--- src/rtl/ors_pkg.sv ---
package ors_pkg;

  localparam int CODE_BITS_DEFAULT = 64;

  // fixed field widths of the channel payloads
  localparam int OP_W     = 2;
  localparam int CODE_W   = 64;
  localparam int BRANCH_W = 8;
  localparam int POS_W    = 6;

  typedef enum logic [OP_W-1:0] {
    OP_LOAD  = 2'd0,
    OP_BEGIN = 2'd1,
    OP_BITS  = 2'd2
  } op_t;

  typedef enum logic [1:0] {
    ST_SUCCESS = 2'd0,
    ST_FAILED  = 2'd1,
    ST_NODEV   = 2'd2
  } status_t;

  typedef struct packed {
    logic              direction_bit;
    logic [POS_W-1:0]  position;
    logic              pass_done;
    logic [CODE_W-1:0] found_code;
    status_t           status;
  } result_t;

endpackage

--- src/rtl/ors_if.sv ---
interface ors_cmd_if;
  import ors_pkg::*;

  logic                       valid;
  logic                       ready;
  logic [OP_W-1:0]            operation;
  logic [CODE_W-1:0]          seed_code;
  logic signed [BRANCH_W-1:0] seed_branch;
  logic                       id_bit;
  logic                       complement_bit;

  modport source (
    output valid, operation, seed_code, seed_branch, id_bit, complement_bit,
    input  ready
  );
  modport sink (
    input  valid, operation, seed_code, seed_branch, id_bit, complement_bit,
    output ready
  );
endinterface

interface ors_rsp_if;
  import ors_pkg::*;

  logic              valid;
  logic              ready;
  logic              direction_bit;
  logic [POS_W-1:0]  position;
  logic              pass_done;
  logic [CODE_W-1:0] found_code;
  status_t           status;

  modport source (
    output valid, direction_bit, position, pass_done, found_code, status,
    input  ready
  );
  modport sink (
    input  valid, direction_bit, position, pass_done, found_code, status,
    output ready
  );
endinterface

--- src/rtl/ors_step.sv ---
module ors_step #(
  parameter int   CODE_BITS = ors_pkg::CODE_BITS_DEFAULT,
  localparam int  IDX_W     = $clog2(CODE_BITS),
  localparam int  BR_W      = $clog2(CODE_BITS + 1) + 1
) (
  input  logic [ors_pkg::OP_W-1:0]            operation,
  input  logic [ors_pkg::CODE_W-1:0]          seed_code,
  input  logic signed [ors_pkg::BRANCH_W-1:0] seed_branch,
  input  logic                                id_bit,
  input  logic                                complement_bit,
  input  logic [CODE_BITS-1:0]                last_code,
  input  logic signed [BR_W-1:0]              last_branch,
  input  logic signed [BR_W-1:0]              pass_branch,
  input  logic [IDX_W-1:0]                    bit_position,
  input  ors_pkg::status_t                    search_status,
  output logic [CODE_BITS-1:0]                last_code_next,
  output logic signed [BR_W-1:0]              last_branch_next,
  output logic signed [BR_W-1:0]              pass_branch_next,
  output logic [IDX_W-1:0]                    bit_position_next,
  output ors_pkg::status_t                    search_status_next,
  output ors_pkg::result_t                    result
);
  import ors_pkg::*;

  logic signed [BR_W-1:0]     pos_s;
  logic signed [BR_W-1:0]     pb;
  logic signed [BRANCH_W-1:0] sb;
  logic                       stored;
  logic                       dir;
  logic                       fail;
  logic                       clr_branch;
  logic                       last_pos;

  // direction choice for the current position
  always_comb begin
    pos_s      = $signed(BR_W'(bit_position));
    stored     = last_code[bit_position];
    dir        = 1'b0;
    fail       = 1'b0;
    clr_branch = 1'b0;
    if (pos_s < last_branch) begin
      dir = stored;
      if (stored) begin
        fail = complement_bit;
      end else if (id_bit) begin
        if (complement_bit) begin
          fail = 1'b1;
        end else begin
          dir        = 1'b1;
          clr_branch = 1'b1;
        end
      end
    end else if (pos_s == last_branch) begin
      fail = complement_bit;
      dir  = 1'b1;
    end else begin
      fail = id_bit && complement_bit;
      dir  = id_bit;
    end
    last_pos = (bit_position == IDX_W'(CODE_BITS - 1));
    pb = (!dir && !complement_bit) ? pos_s : pass_branch;
  end

  always_comb begin
    last_code_next     = last_code;
    last_branch_next   = last_branch;
    pass_branch_next   = pass_branch;
    bit_position_next  = bit_position;
    search_status_next = search_status;
    result             = '0;
    result.position    = POS_W'(bit_position);
    result.status      = search_status;
    sb                 = seed_branch;

    unique case (operation)
      OP_LOAD: begin
        if (sb < -8'sd1) begin
          sb = -8'sd1;
        end else if (sb > $signed(8'(CODE_BITS))) begin
          sb = $signed(8'(CODE_BITS));
        end
        last_code_next     = seed_code[CODE_BITS-1:0];
        last_branch_next   = BR_W'(sb);
        pass_branch_next   = '1;
        bit_position_next  = '0;
        search_status_next = ST_SUCCESS;
        result.position    = '0;
        result.status      = ST_SUCCESS;
      end
      OP_BEGIN: begin
        bit_position_next = '0;
        pass_branch_next  = '1;
        result.position   = '0;
      end
      OP_BITS: begin
        if (search_status == ST_SUCCESS) begin
          if (fail) begin
            search_status_next = ST_FAILED;
            result.status      = ST_FAILED;
          end else begin
            last_code_next[bit_position] = dir;
            if (clr_branch) begin
              last_branch_next = '1;
            end
            result.direction_bit = dir;
            if (last_pos) begin
              // end of pass: a missing branch point means every device is found
              if (pb[BR_W-1]) begin
                search_status_next = ST_NODEV;
              end else begin
                last_branch_next = pb;
              end
              pass_branch_next  = '1;
              bit_position_next = '0;
              result.pass_done  = 1'b1;
              result.found_code = CODE_W'(last_code_next);
            end else begin
              pass_branch_next  = pb;
              bit_position_next = bit_position + 1'b1;
            end
          end
        end
      end
      default: begin
      end
    endcase
  end

endmodule

--- src/rtl/one_wire_rom_search_engine.sv ---
// channel   dir   transfer when          payload
// cmd       in    cmd.valid & cmd.ready  operation, seed_code, seed_branch, id_bit, complement_bit
// rsp       out   rsp.valid & rsp.ready  direction_bit, position, pass_done, found_code, status
//
// one item per cycle sustained while rsp is not stalled; each item gives one result, held first
// in the item register and then in the result register; the rate is set by the combinational
// decision step between those two registers, which also updates the search state
// synchronous active-high reset restores the fresh-enumeration state: code zero, no
// branch point, position zero, status success
// a stalled rsp holds the result and the item register; cmd.ready drops only when both are full
module one_wire_rom_search_engine #(
  parameter int CODE_BITS = ors_pkg::CODE_BITS_DEFAULT
) (
  input logic     clk,
  input logic     rst,
  ors_cmd_if.sink cmd,
  ors_rsp_if.source rsp
);
  import ors_pkg::*;

  localparam int IDX_W = $clog2(CODE_BITS);
  localparam int BR_W  = $clog2(CODE_BITS + 1) + 1;

  // item register
  logic                       item_valid;
  logic [OP_W-1:0]            item_op;
  logic [CODE_W-1:0]          item_code;
  logic signed [BRANCH_W-1:0] item_branch;
  logic                       item_id;
  logic                       item_comp;

  // search state
  logic [CODE_BITS-1:0]   last_code;
  logic signed [BR_W-1:0] last_branch;
  logic signed [BR_W-1:0] pass_branch;
  logic [IDX_W-1:0]       bit_position;
  status_t                search_status;

  logic [CODE_BITS-1:0]   last_code_next;
  logic signed [BR_W-1:0] last_branch_next;
  logic signed [BR_W-1:0] pass_branch_next;
  logic [IDX_W-1:0]       bit_position_next;
  status_t                search_status_next;
  result_t                step_res;

  // result register
  logic    res_valid;
  result_t res;

  logic advance;

  // the item moves on when the result register is empty or being drained
  assign advance   = item_valid && (!res_valid || rsp.ready);
  assign cmd.ready = !item_valid || advance;

  always_ff @(posedge clk) begin
    if (rst) begin
      item_valid <= 1'b0;
    end else if (cmd.ready) begin
      item_valid <= cmd.valid;
    end
  end

  always_ff @(posedge clk) begin
    if (cmd.valid && cmd.ready) begin
      item_op     <= cmd.operation;
      item_code   <= cmd.seed_code;
      item_branch <= cmd.seed_branch;
      item_id     <= cmd.id_bit;
      item_comp   <= cmd.complement_bit;
    end
  end

  ors_step #(
    .CODE_BITS (CODE_BITS)
  ) u_step (
    .operation          (item_op),
    .seed_code          (item_code),
    .seed_branch        (item_branch),
    .id_bit             (item_id),
    .complement_bit     (item_comp),
    .last_code          (last_code),
    .last_branch        (last_branch),
    .pass_branch        (pass_branch),
    .bit_position       (bit_position),
    .search_status      (search_status),
    .last_code_next     (last_code_next),
    .last_branch_next   (last_branch_next),
    .pass_branch_next   (pass_branch_next),
    .bit_position_next  (bit_position_next),
    .search_status_next (search_status_next),
    .result             (step_res)
  );

  // state commits only as the item hands its result over
  always_ff @(posedge clk) begin
    if (rst) begin
      last_code     <= '0;
      last_branch   <= '1;
      pass_branch   <= '1;
      bit_position  <= '0;
      search_status <= ST_SUCCESS;
    end else if (advance) begin
      last_code     <= last_code_next;
      last_branch   <= last_branch_next;
      pass_branch   <= pass_branch_next;
      bit_position  <= bit_position_next;
      search_status <= search_status_next;
    end
  end

  always_ff @(posedge clk) begin
    if (rst) begin
      res_valid <= 1'b0;
    end else if (advance) begin
      res_valid <= 1'b1;
    end else if (rsp.ready) begin
      res_valid <= 1'b0;
    end
  end

  always_ff @(posedge clk) begin
    if (advance) begin
      res <= step_res;
    end
  end

  assign rsp.valid         = res_valid;
  assign rsp.direction_bit = res.direction_bit;
  assign rsp.position      = res.position;
  assign rsp.pass_done     = res.pass_done;
  assign rsp.found_code    = res.found_code;
  assign rsp.status        = res.status;

endmodule

--- src/flat_wrapper.sv ---
// flat-port wrapper written by rule: the top's interface ports become plain ports
module one_wire_rom_search_engine_flat import ors_pkg::*;
#(
  parameter int CODE_BITS = ors_pkg::CODE_BITS_DEFAULT
)
  (clk, rst, cmd_valid, cmd_operation, cmd_seed_code, cmd_seed_branch, cmd_id_bit, cmd_complement_bit, cmd_ready, rsp_valid, rsp_direction_bit, rsp_position, rsp_pass_done, rsp_found_code, rsp_status, rsp_ready);
  ors_cmd_if cmd_i ();
  ors_rsp_if rsp_i ();
  input logic clk;
  input logic rst;
  input wire logic [$bits(cmd_i.valid)-1:0] cmd_valid;
  input wire logic [$bits(cmd_i.operation)-1:0] cmd_operation;
  input wire logic [$bits(cmd_i.seed_code)-1:0] cmd_seed_code;
  input wire logic [$bits(cmd_i.seed_branch)-1:0] cmd_seed_branch;
  input wire logic [$bits(cmd_i.id_bit)-1:0] cmd_id_bit;
  input wire logic [$bits(cmd_i.complement_bit)-1:0] cmd_complement_bit;
  output wire logic [$bits(cmd_i.ready)-1:0] cmd_ready;
  output wire logic [$bits(rsp_i.valid)-1:0] rsp_valid;
  output wire logic [$bits(rsp_i.direction_bit)-1:0] rsp_direction_bit;
  output wire logic [$bits(rsp_i.position)-1:0] rsp_position;
  output wire logic [$bits(rsp_i.pass_done)-1:0] rsp_pass_done;
  output wire logic [$bits(rsp_i.found_code)-1:0] rsp_found_code;
  output wire logic [$bits(rsp_i.status)-1:0] rsp_status;
  input wire logic [$bits(rsp_i.ready)-1:0] rsp_ready;
  assign cmd_i.valid = cmd_valid;
  assign cmd_i.operation = cmd_operation;
  assign cmd_i.seed_code = cmd_seed_code;
  assign cmd_i.seed_branch = cmd_seed_branch;
  assign cmd_i.id_bit = cmd_id_bit;
  assign cmd_i.complement_bit = cmd_complement_bit;
  assign cmd_ready = cmd_i.ready;
  assign rsp_valid = rsp_i.valid;
  assign rsp_direction_bit = rsp_i.direction_bit;
  assign rsp_position = rsp_i.position;
  assign rsp_pass_done = rsp_i.pass_done;
  assign rsp_found_code = rsp_i.found_code;
  assign rsp_status = rsp_i.status;
  assign rsp_i.ready = rsp_ready;
  one_wire_rom_search_engine #(.CODE_BITS(CODE_BITS)) u_core (.clk(clk), .rst(rst), .cmd(cmd_i), .rsp(rsp_i));
endmodule
--- config.mk ---
export PLATFORM = sky130hd
export DESIGN_NAME = one_wire_rom_search_engine_flat
export DESIGN_NICKNAME = d
export VERILOG_FILES = /design/src/rtl/ors_pkg.sv /design/src/rtl/ors_if.sv /design/src/rtl/ors_step.sv /design/src/rtl/one_wire_rom_search_engine.sv /design/src/flat_wrapper.sv
export SDC_FILE = /design/constraint.sdc
export NUM_CORES = 1
export LEC_CHECK = 0
export BUFFER_PORTS_ARGS = -buffer_cell sky130_fd_sc_hd__buf_2
export CORE_MARGIN = 3
export CORE_UTILIZATION = 25
export DETAILED_ROUTE_END_ITERATION = 16
export SLEW_MARGIN = 20
export SYNTH_ARGS = -nofsm -noshare
export SYNTH_HDL_FRONTEND = slang
export SYNTH_SLANG_ARGS = --single-unit
--- constraint.sdc ---
create_clock -name clk -period 3.42 [get_ports clk]
set_input_delay 0.342 -clock clk [delete_from_list [all_inputs] [get_ports clk]]
set_output_delay 0.342 -clock clk [all_outputs]
set_load 0.05 [all_outputs]
==> metrics.md <==
| Metric | Value |
|---|---|
| PortBufs | `155` |
| Clk slew on worst S/H paths | `about 0.070 ns` |
| Area leader, netlist | `edfxtp_1` |
| Crit path launch type | `flip-flop` |
| Post-Synthesis Cell Area | `between 0.01 and 0.015 mm^2` |
| Largest cells by area after synthesis | `edfxtp_1 42%, dfxtp_1 17%, nor2_1 5.4%, a311oi_1 5.0%, a211oi_1 4.9%` |
| Final ANT Viol Nets | `0` |
| Slew margin rel. | `between 30% and 40%` |
| R2R Path Start | `u_core.bit_position[1]` |
| Sum of negative setup slack | `0 ns` |
| Largest net degree at the start of global routing | `between 70 and 80` |
| Cells after Synth | `around 1000` |
| Hold Startpoint | `rsp_ready` |
| Leakage | `slightly below 5 nW` |
| Sequential fraction of the synthesis area | `just under 60%` |
| Critical setup path kind | `flip-flop to flip-flop` |
| Layout Nets | `~1300` |
| DP HPWL | `around 24000 um` |
| Placement Rows | `75` |
| Synth top area share | `between 40% and 50%` |
| RSZ-0062 raised after global routing | `false` |
| CTS Buf Count | `29` |
| Max-cap violations | `0` |
| Synthesized area per cell | `~11 um^2` |
| Worst path required time | `roughly 3.8 ns` |
| GRT met2 Usage | `about a quarter` |
| Total vias in the final route | `approximately 9000` |
| CP Cell Sequence | `buf_12 -> buf_16 -> mux2i_2 -> a22oi_1 -> nand4b_1 -> o31ai_1 -> o2111ai_2 -> a31oi_4 -> nand2b_4 -> or3_2 -> buf_4 -> nor2_1` |
| Max Clock Freq | `306 MHz` |
| Final Skew | `between 0.01 and 0.015 ns` |
| IO Count | `between 150 and 200` |
| IR drop worst, VDD | `between 0.4 and 0.5 mV` |
| Worst slew pin tran | `about 1 ns` |
| Crit share post-route | `between 90% and 100%` |
| Per-cell routed wire length | `19.7 um` |
| Hold crit path type | `primary input to flip-flop` |
| Slew Viols, Final | `0` |
| Unique masters post-synth | `62` |
| Root Buffer | `clkbuf_16` |
| Met1 Track Usage GR | `a little over a fifth` |
| Status | `completed` |
| Crit Path Max Fanout | `16` |
| CP Data Arrival Time | `roughly 3.7 ns` |
| Crit path launch | `u_core.bit_position[1]` |
| Vias in the first global route | `~9000` |
| Maximum buffer depth of the clock tree | `3` |
| Clk Latency, worst-skew pair | `roughly 0.56 ns` |
| Post-Syn Nets | `1086` |
| Kind of end point of the critical path | `flip-flop` |
| Seq cells post-synth | `240` |
| Filler-free cell count of the finished design | `roughly 1800` |
| Busiest layer in global routing | `met2` |
| Final hold viol count | `0` |
| Wirelength, routed | `roughly 36000 um` |
| Starting Density | `25.6%` |
| Async S/R FF share, synth | `0%` |
| Number of synthesized flops with an enable pin | `150` |
| WHS | `around 0.11 ns` |
| Largest stage delay, worst path | `between 0.5 and 0.6 ns` |
| Antenna violations before repair | `0` |
| Cell at the slowest stage of the critical path | `or3_2` |
| First-pass GRT wire length | `about 54000 um` |
| Core Area | `about 0.042 mm^2` |
| PwrDens | `about 490 mW/mm^2` |
| First-pass DRT Iterations | `5` |
| Iteration-0 DRC Markers | `between 1000 and 1500` |
| Met3 usage | `2.39%` |
| GRT overflow | `0` |
| Primary FF master, synth | `edfxtp_1` |
| Vias per inst | `slightly above 5` |
| Proportion of layout cells with a drive suffix above 1 | `23.5%` |
| Die Area | `0.0458 mm^2` |
| Total Routing Usage GR | `14.9%` |
| Final WS setup | `0.153 ns` |
| CTS tree | `yes` |
| DRC | `0` |
| Area Growth Syn to Fin | `31.5%` |
| Final Wtd Congestion | `0.879` |
| Clk sinks | `between 200 and 250` |
| Clock H-tree levels | `1` |
| Ant. Diodes | `0` |
| Fin crit period | `3.27 ns` |
| Placed cell count | `approximately 1700` |
| Placement Setup Slack | `0.0281 ns` |
| Die H | `approximately 210 um` |
| Die W | `214 um` |
| # setup viols final | `0` |
| Synth Warn # | `0` |
| Fill cell count | `4332` |
per-layer routing:
| layer | vias to the layer above | wire length, um |
|---|---|---|
| met4 | 0 | 881 |
| met2 | 385 | 16700 |
| met3 | 65 | 2270 |
| li1 | 4297 | - |
| met5 | - | 0 |
| met1 | 4528 | 16100 |
repair_timing:
action | in CTS | in global routing
endpoints found under the hold margin | 77 | 0
endpoints found under the setup margin | 0 | 134
hold buffers | 77 | 0
setup buffers | 0 | 3
resized for setup | 0 | 10
per-stage QoR:
step | area (um^2) | utilization (%) | power, mW
6_report | 14200 | 33.6 | 6.95
5_1_grt | 14200 | 33.6 | 7.19
4_1_cts | 14100 | 33.3 | 7.01
3_5_place_dp | 12400 | 29.3 | 3.90
3_3_place_gp | 12400 | 29.3 | 3.89
2_1_floorplan | 10800 | - | 3.68
sequential cells by signal, indices dropped and copies added, names as in the netlist, 2 cells and up:
| signal | flops |
|---|---|
| u_core.rsp.position | 6 |
| u_core.rsp.status | 2 |
| u_core.last_code | 64 |
| u_core.item_op | 2 |
| u_core.item_branch | 8 |
| u_core.item_code | 64 |
| u_core.last_branch | 8 |
| u_core.rsp.found_code | 64 |
| u_core.pass_branch | 8 |
| u_core.bit_position | 6 |
| u_core.search_status | 2 |
synth_stat cells, types with 9 or more instances:
cell      instances
a211oi_1         70
a21oi_1          84
a311oi_1         62
buf_2            10
buf_4             9
clkbuf_1         65
dfxtp_1          90
edfxtp_1        150
inv_1            16
mux2i_1          31
nand2_1          20
nor2_1          155
nor3_1           97
layout make-up:
class / instances / area (um^2) / share of cell area, %
clock inverter: 16 / 163 / 1.14
timing repair buffer: 296 / 2140 / 15.0
sequential: 240 / 6310 / 44.3
inverter: 16 / 63.8 / 0.448
multi-input combinational: 647 / 4080 / 28.6
clock buffer: 38 / 769 / 5.40
tap: 577 / 722 / 5.07
kinds of logic after synthesis:
group           share of synthesized area (%)
compound gates                           19.5
xor+xnor                                0.162
fa+ha+maj                               0.809
buf+inv                                  4.97
flops                                    58.2
mux                                      2.87
simple gates                             13.5
critical path, delay by kind of cell (launching register included):
family | cells | cell delay (ns)
muxes | 1 | 0.32
and+or+nand+nor | 4 | 1.04
buffers and inverters | 3 | 0.62
AOI/OAI and AO/OA | 4 | 0.73
DFF | 1 | 0.36
final timing paths:
check                                    to  slack, ns  cells past startpoint
hold / removal             u_core.rsp.valid       0.11                      4
hold reg to reg       u_core.pass_branch[6]       0.49                      1
setup / recovery  u_core.rsp.found_code[38]       0.15                     12
setup reg to reg  u_core.rsp.found_code[38]       0.15                     12
layout by cell type (no fill, tap or decap), types with 4 or more instances in the layout:
cell           netlist  final
clkbuf_16            0     30
dfxtp_1             90     89
dlygate4sd3_1        0     77
nand3_1              8      8
nor3_1              97     90
a22o_1               6      6
nand2_1             20     20
mux2i_1             31     28
a211o_1              7      7
clkbuf_1            65      8
and2_1               8      7
inv_1               16     15
edfxtp_1           150    150
nand2b_1             5      4
nor2b_1              7      7
a311oi_1            62     62
nor3_2               0      7
o21ai_0              5      5
a21oi_1             84     84
buf_4                9     56
buf_2               10    154
clkinvlp_4           0      6
a22oi_1              8      8
nor2_1             155    155
a211oi_1            70     70
o41a_1               6      6
ha_1                 7      7
nor4_1               7      7
power by group:
group | switching, mW | internal, mW | total, mW
combinational | 0.390 | 0.230 | 0.620
clock | 1.28 | 1.75 | 3.03
sequential | 0.0885 | 3.21 | 3.30
total | 1.76 | 5.19 | 6.95
(Power assumes the default switching activity.)
